<file path="config.mk">
export PLATFORM = sky130hd
export DESIGN_NAME = srfc_fifo
export DESIGN_NICKNAME = d
export VERILOG_FILES = /design/src/design/srfc_fifo.sv
export SDC_FILE = /design/constraint.sdc
export NUM_CORES = 1
export LEC_CHECK = 0
export BUFFER_PORTS_ARGS = -buffer_cell sky130_fd_sc_hd__buf_2
export CORE_AREA = 2 2 39 41
export DETAILED_ROUTE_END_ITERATION = 8
export DIE_AREA = 0 0 41 43
export PLACE_DENSITY = 0.41
export SLEW_MARGIN = 25
export SYNTH_ARGS = -nofsm -noshare
export SYNTH_HDL_FRONTEND = slang
export SYNTH_SLANG_ARGS = --single-unit
</file>
<file path="constraint.sdc">
create_clock -name i_clk -period 1.4 [get_ports i_clk]
set_input_delay 0.07 -clock i_clk [delete_from_list [all_inputs] [get_ports i_clk]]
set_output_delay 0.07 -clock i_clk [all_outputs]
set_load 0.005 [all_outputs]
</file>
<file path="src/design/srfc_fifo.sv">
// Two-entry queue used between the front and back and for the results.
`timescale 1ns / 1ps

module srfc_fifo #(
    parameter type T = logic
) (
    input  logic i_clk,
    input  logic i_rst_n,
    input  logic i_push,
    input  T     i_data,
    output logic o_full,
    input  logic i_pop,
    output T     o_data,
    output logic o_empty
);

    localparam int DEPTH = 2;
    localparam int PW    = $clog2(DEPTH);
    localparam int CW    = $clog2(DEPTH + 1);

    T               r_mem [DEPTH];
    logic [PW-1:0]  r_wr_ptr;
    logic [PW-1:0]  r_rd_ptr;
    logic [CW-1:0]  r_count;
    logic [PW-1:0]  n_wr_ptr;
    logic [PW-1:0]  n_rd_ptr;
    logic [CW-1:0]  n_count;
    logic           push_ok;
    logic           pop_ok;

    assign o_full  = (r_count == CW'(DEPTH));
    assign o_empty = (r_count == '0);
    assign o_data  = r_mem[r_rd_ptr];
    assign push_ok = i_push & ~o_full;
    assign pop_ok  = i_pop & ~o_empty;

    always_comb begin
        n_wr_ptr = r_wr_ptr;
        n_rd_ptr = r_rd_ptr;
        n_count  = r_count;
        if (push_ok) begin
            n_wr_ptr = (r_wr_ptr == PW'(DEPTH - 1)) ? '0 : r_wr_ptr + 1'b1;
        end
        if (pop_ok) begin
            n_rd_ptr = (r_rd_ptr == PW'(DEPTH - 1)) ? '0 : r_rd_ptr + 1'b1;
        end
        if (push_ok && !pop_ok) begin
            n_count = r_count + 1'b1;
        end else if (pop_ok && !push_ok) begin
            n_count = r_count - 1'b1;
        end
    end

    always_ff @(posedge i_clk) begin
        if (!i_rst_n) begin
            r_wr_ptr <= '0;
            r_rd_ptr <= '0;
            r_count  <= '0;
        end else begin
            r_wr_ptr <= n_wr_ptr;
            r_rd_ptr <= n_rd_ptr;
            r_count  <= n_count;
        end
    end

    always_ff @(posedge i_clk) begin
        if (push_ok) begin
            r_mem[r_wr_ptr] <= i_data;
        end
    end

endmodule

</file>
==> results of run 1 <==
==> metrics by stage <==
step                      worst slack (ns)  utilization  total power, mW  hold WS (ns)  cells
after global routing               -0.0977        0.323            0.992        0.0799     61
after CTS                          -0.0144        0.323            0.932        0.0821     61
after detailed placement           -0.0302        0.294            0.728         0.264     56
final                           -0.0000984        0.323            0.925        0.0774     61
after floorplan                   0.000621            -            0.542         0.169     28
after global placement              0.0271        0.294            0.701         0.260     56
==> logic make-up (layout without fill, tap and decap cells) <==
kind of cell             Yosys count  count (layout)  synth area share
AND/OR/NAND/NOR                    9               9             0.180
flip-flops                         7               7             0.525
AO/OA/AOI/OAI                      5               5             0.107
XOR/XNOR                           3               3            0.0861
buffers and inverters              2              19            0.0246
adder cells (fa/ha/maj)            1               1            0.0410
multiplexers                       1               1            0.0369
==> cell type report <==
cell class	count	area [sq um]
clock buffers	4	26.3
flip-flops and latches	7	163
well taps	16	20.0
multi-input cells	19	148
inverters	2	7.51
fillers	147	937
repair buffers	13	82.6
==> critical path, cell delays in order (launching register included) <==
cell and delay, ns:
sky130_fd_sc_hd__dfxtp_2 0.32, sky130_fd_sc_hd__nand2b_4 0.14, sky130_fd_sc_hd__inv_2 0.06, sky130_fd_sc_hd__nor2_2 0.04, sky130_fd_sc_hd__ha_1 0.18, sky130_fd_sc_hd__xor2_1 0.15
sky130_fd_sc_hd__or3_1 0.31, sky130_fd_sc_hd__a21boi_1 0.12
==> per-layer routing <==
layer / part of all wire / up-vias / global-route usage
met4: 0.061 / 0 / 0.140
li1: - / 127 / -
met1: 0.41 / 114 / 0.0918
met2: 0.47 / 6 / 0.131
met5: 0 / - / 0
met3: 0.054 / 5 / 0.0471
==> cell usage after synthesis (all sizes together) <==
cell / number
or3: 1
mux2: 1
xnor2: 2
ha: 1
nand2b: 1
edfxtp: 2
nor2: 2
dfxtp: 5
a21boi: 2
and2: 3
o21ai: 2
and3: 1
xor2: 1
o21a: 1
inv: 2
nor3: 1
==> timing repair <==
item                                    4_1_cts  5_1_grt
endpoints found under the hold margin         2        0
hold buffers                                  1        0
pin swaps                                     1        0
gates resized for setup                       2        0
endpoints found under the setup margin        2        2
==> how the worst max path moves through the flow <==
stage | endpoint | slack (ns) | cells past startpoint
finish | r_count[1] | -0.0001 | 7
global route | r_count[1] | -0.1 | 7
CTS | r_count[1] | -0.01 | 7
detailed placement | r_count[1] | -0.03 | 6
global placement | r_count[1] | 0.03 | 6
floorplan | r_count[1] | 0.0006 | 6
==> where the power goes <==
| group | internal (mW) | switching [mW] | leakage [nW] |
|---|---|---|---|
| logic | 0.243 | 0.171 | 0.125 |
| registers | 0.277 | 0.0412 | 0.0606 |
| clock network | 0.109 | 0.0833 | 0.0150 |
| total | 0.629 | 0.296 | 0.201 |
==> results list, run 1 <==
* Result of the run: complete, but fails checks
- The checks that failed: negative setup slack.
* Total wire length: 627 microns
- After floorplanning, the core was divided into 14 placement rows.
- Count of antenna-violating nets left after detailed routing: 0
* Number of ports placed on the die boundary: 8
- Congestion Overflow GR: 0
- Measured against its own limit, the worst slew margin works out to 0.862.
- TritonCTS built the clock tree.
- Post-Place Cell Area: 407 sq um
- Via density per instance: 4.13
- For this run, the detailed router's first-pass iteration total came to 2.
* Number of global-route vias before repair: 247
- Height of the die: 43 microns
- Synthesized instance count: 28
- Number of nets in the final layout: 52
- In this run the post-CTS setup repair buffer count came out at 0.
- Post-Synthesis Net Count: 34
- In the layout the commonest cells are sky130_fd_sc_hd__buf_2 (7), sky130_fd_sc_hd__buf_4 (5), sky130_fd_sc_hd__and2_1 (3), sky130_fd_sc_hd__dfxtp_1 (3), sky130_fd_sc_hd__clkbuf_4 (3).
- The worst hold path begins at i_rst_n.
- The critical path is of the reg2reg type.
- Setup TNS: -0.0000984 ns
* Setup repair after global routing missed its margin: true
* GRT Resource Usage Total: 0.101
* TritonCTS Sinks: 7
- Setup slack, reg-to-reg: -0.0001 ns
- Area of the mapped netlist: 305 sq um
- Root buf cell: sky130_fd_sc_hd__clkbuf_4
* Commonest non-fill, non-tap cell in the layout: sky130_fd_sc_hd__buf_2
- For this run, the number of Yosys warnings is 0.
* Number of max-cap violations: 0
* Final hold viol count: 0
- Ranked by total cell area, the synthesized netlist is headed by sky130_fd_sc_hd__dfxtp_1 (33%), sky130_fd_sc_hd__edfxtp_1 (20%), sky130_fd_sc_hd__and2_1 (6.1%).
- Endpoint of the lowest-slack register-to-register path: r_count[1]
- In the finished design, the share of the clock period the worst path needs comes to 1.00.
- Detailed placer's ending HPWL: 478 microns
- Post-layout min period: 1.40 ns
- Setup slack after layout: -0.0000984 ns
- In this run the deepest clock path goes through 2 buffers.
- The congestion estimate from routability-driven global placement came to 0.716.
- Clock buffer count from CTS: 3
- In this run the worst path has a maximum fanout of 3.
* Peak supply drop: 0.846 mV
* First-pass GRT wire length: 1.02 mm
- After floorplanning, the core was sized to cover 1380 sq um.
* Number of cells on the worst hold path: 2
- Sequential cell area fraction in the yosys report: 0.525
- Summed over all cells, the static leakage comes to 0.201 nW.
* Level count of the clock H-tree: 1
- Final Setup Violations: 1
- For the worst flop-to-flop path, the logic depth is 7.
- Drt wl/cell: 10.3 microns
- FF+latch count, synth: 7
- Routed via count: 252
- Final routed DRC violation total: 0
* Final Skew: 0.000505 ns
- The initial utilization of the core area, before any placement, comes to 0.221.
- Transition at the pin with the smallest max-transition slack: 0.205 ns
- After synthesis, the mean cell area works out to 10.9 sq um.
- Clock input transition at the sequential cells of the worst setup and hold paths: 0.05 ns
- Detailed router's first-iteration violation count: 1
- Of the cells placed in the final design, the portion with a size suffix greater than 1 is 0.489.
- Crit path launch: r_count[0]
* Final design area excluding fillers: 447 sq um
- Chip Width: 41 microns
- The share of synthesized area in the top cell type comes to 0.328.
- The clock reaches the later pin of the worst-skew pair after 0.26 ns.
- Max-slew violation total from the final report: 0
- Port-buffer cells: 7
- Critical Path RT: 1.59 ns
* Arr. time, crit path: 1.59 ns
- Hold endpoint: r_wr_ptr
* P&R area growth vs syn: 46.3%
- Kind of end point of the critical path: register
- Maximum number of pins on one net before global-route repair: 6
* Max Clock Freq: 714 MHz
- Biggest area consumer among synthesized cells: sky130_fd_sc_hd__dfxtp_1
- Ant diodes: 0
* Worst hold path class: in2reg
* Synth cell types: 19
- Die area: 1760 sq um
- Power per standard cell area: 2070 nW/um^2
- The worst setup path is launched from a register.
- The number of antenna violations at the first check in global routing was 0.
- Startpoint of the worst-slack reg-to-reg timing path: r_count[0]
Power figures use the tool's default switching activity.
==> run 2, diff against run 1 <==
--- a/config.mk
+++ b/config.mk
@@ -5,11 +5,11 @@
 export SDC_FILE = /design/constraint.sdc
 export NUM_CORES = 1
 export LEC_CHECK = 0
-export BUFFER_PORTS_ARGS = -buffer_cell sky130_fd_sc_hd__buf_2
 export CORE_AREA = 2 2 39 41
 export DETAILED_ROUTE_END_ITERATION = 8
 export DIE_AREA = 0 0 41 43
-export PLACE_DENSITY = 0.41
+export DONT_BUFFER_PORTS = 1
+export PLACE_DENSITY = 0.35
 export SLEW_MARGIN = 25
 export SYNTH_ARGS = -nofsm -noshare
 export SYNTH_HDL_FRONTEND = slang
==> run 2 against run 1 <==
- the flow now finishes without violations
- final area is 0.28% lower
- die area stayed put
- setup slack better by 0.041 ns
- core utilization is 0.090 points lower
- fmax is 3.0% higher
- global-route usage is 1.1 points lower
- worst hold slack better by 0.014 ns
- largest power group unchanged
- count of clock-buffer cells in the layout stayed put
- sequential power hardly changed
- highest routed layer is now met3
- register-to-register slack better by 0.04 ns
==> results list, run 2 (synthesized netlist as in run 1, its figures left out) <==
* Result of the run: complete, no violations
- Timing analysis after detailed placement gives a worst setup slack of -0.0449 ns.
* Share of total power in the clock network: 0.198
- Number of cells on the worst hold path: 2
* Cell-internal power: 625 uW
* Crit Path Category: reg2reg
- Of the cells placed in the final design, the portion with a size suffix greater than 1 is 0.436.
- In the final routed layout, each cell accounts on average for 10.5 microns.
- Routability-driven placement finished with a final weighted congestion of 0.732.
- For the final routed database, the setup TNS stands at 0 ns.
* Power after layout: 909 uW
- The worst register-to-register path has a depth of 7.
- Fin crit share: 0.971
* Clock tree from TritonCTS: done
- Hold endpoint: r_wr_ptr
- Combinational share of power: 0.449
- Routed via count: 230
* Clock input transition at the sequential cells of the worst setup and hold paths: 0.05 ns
- After layout, the worst setup slack is 0.0406 ns.
* Biggest fanout along the worst timing path: 3
- Chip Width: 41 microns
- After floorplanning, the core was sized to cover 1380 sq um.
- For this run, design rule violations remaining after detail routing come to 0.
- Switching share of power: 0.312
- First-pass GRT wire length: 931 microns
- The tightest min-delay check is of the in2reg type.
* Via density per instance: 4.18
- In this run the clock root is driven by a sky130_fd_sc_hd__clkbuf_4.
- Count of antenna-violating nets left after detailed routing: 0
* Power per standard cell area: 2040 nW/um^2
- Counting along the longest clock path gives a buffer depth of 2.
- The largest individual stage delay along the critical path comes from the cell sky130_fd_sc_hd__dfxtp_2.
- Peak supply drop: 0.666 mV
- Highest-count cells in the layout ignoring fill and taps: sky130_fd_sc_hd__buf_4 (5), sky130_fd_sc_hd__and2_1 (3), sky130_fd_sc_hd__dfxtp_1 (3), sky130_fd_sc_hd__clkbuf_4 (3)
- Final Util: 0.322
* TritonCTS Sinks: 7
* Filler cells: 150
* Total wire length: 579 microns
- Derived from the worst setup path, the maximum achievable clock frequency is 736 MHz.
* Worst setup SP type: register
- Buffers and inverters on the worst path: 1
* Combined area of the multi-input logic cells: 169 sq um
* Clock buffer count from CTS: 3
- Post-CTS repair timing setup buffer count: 0
- Setup violations remaining at the end of the flow were counted as 0.
- The net count of the finished layout is 46.
- Relative slew slack: 0.855
* Cell total after placement: 49
- After floorplanning, the core was divided into 14 placement rows.
- The endpoint identified for the worst register-to-register timing path is r_count[1].
* Transition at the pin with the smallest max-transition slack: 0.217 ns
- Entering global routing, the biggest net connects 6 pins.
- Clock latency reported for the late side of the worst-skew pair: 0.25 ns
- The critical path goes through nand2b_4 > inv_4 > nor2_4 > ha_4 > xor2_1 > or3_1 > a21boi_1.
* Kind of end point of the critical path: register
- Port-buffer cells: 0
- After the flow finishes, the layout carries non-filler instances totaling 55.
- Launch point of the worst hold path: i_push
- Die area: 1760 sq um
- Height of the die: 43 microns
- On the critical path the largest part of the delay comes from simple AND/OR/NAND/NOR gates.
* Setup slack, reg-to-reg: 0.04 ns
* Detailed router's first-iteration violation count: 2
- The sequential cells in the finished layout cover a total of 163 sq um.
- Initial antenna violation count: 0
- Arr. time, crit path: 1.53 ns
* Detailed placer's ending HPWL: 469 microns
- The final count of pins violating max slew was 0.
* Number of search-and-repair iterations in the first detailed-routing pass: 3
- Initial Utilization: 0.221
- The final number of hold-violating endpoints came to 0.
- Switching pwr: 284 uW
- Summed over all layers, the global routing overflow is 0.
* Leak pwr: 0.179 nW
- In this run the count of I/O pins placed on the die edge is 8.
* Post-layout min period: 1.36 ns
- P&R area growth vs syn: 45.9%
- Final Skew: 0.000417 ns
- Part of the power in registers: 0.353
- Setup repair after global routing missed its margin: true
- Critical Path RT: 1.57 ns
- Startpoint of the worst-slack reg-to-reg timing path: r_count[0]
- Level count of the clock H-tree: 1
* Number of global-route vias before repair: 236
- The library cell used most frequently in the layout, excluding fill and tap cells, is sky130_fd_sc_hd__buf_4.
- Number of max-cap violations: 0
* Delay of the slowest critical-path stage: 0.32 ns
* Ant diodes: 0
* GRT Resource Usage Total: 0.0898
## run 2: cell count changes in the layout (fill, tap and decap cells not counted), sizes merged
cell,before,now
buf,12,5
dlygate4sd3,1,2
## run 2: how the worst max path moves through the flow
stage | start | end | cells after the start
floorplan | r_count[0] | r_count[1] | 6
CTS | r_count[0] | r_count[1] | 6
finish | r_count[0] | r_count[1] | 7
global route | r_count[0] | r_count[1] | 6
global placement | r_count[1] | r_count[1] | 6
detailed placement | r_count[0] | r_count[1] | 6
## run 2: final cells by class
type,instances,share of cell area
Clock buffer,4,0.0590
Inverter,2,0.0225
Multi-Input combinational cell,19,0.379
Sequential cell,7,0.365
Tap cell,16,0.0449
Timing Repair Buffer,7,0.129
## run 2: layer usage
layer  wire length [microns]  share of wire  vias up  global-route usage
li1                        -              -      119                   -
met2                     329           0.57        5               0.122
met5                       0              0        -                   0
met3                      29          0.050        0              0.0628
met4                       0              0        0              0.0800
met1                     220           0.38      106              0.0850
## run 2: power by group through the flow
| stage | Sequential [mW] | Combinational (mW) | Clock (mW) |
|---|---|---|---|
| after floorplan | 0.321 | 0.221 | 0 |
| after global placement | 0.317 | 0.353 | 0 |
| after detailed placement | 0.318 | 0.359 | 0 |
| after CTS | 0.317 | 0.371 | 0.190 |
| after global routing | 0.328 | 0.463 | 0.203 |
| final | 0.321 | 0.408 | 0.180 |
## run 2: what timing repair did
item / CTS / global route
resized for setup: 2 / 4
hold buffers: 2 / 0
endpoints found under the setup margin: 2 / 2
endpoints found under the hold margin: 7 / 0
pin swaps: 1 / 0
## run 2: stage by stage
| stage | hold slack, ns | instance area (sq um) |
|---|---|---|
| 6_report | 0.0915 | 445 |
| 2_1_floorplan | 0.169 | 314 |
| 4_1_cts | 0.0853 | 422 |
| 3_5_place_dp | 0.169 | 372 |
| 5_1_grt | 0.0830 | 445 |
| 3_3_place_gp | 0.169 | 372 |
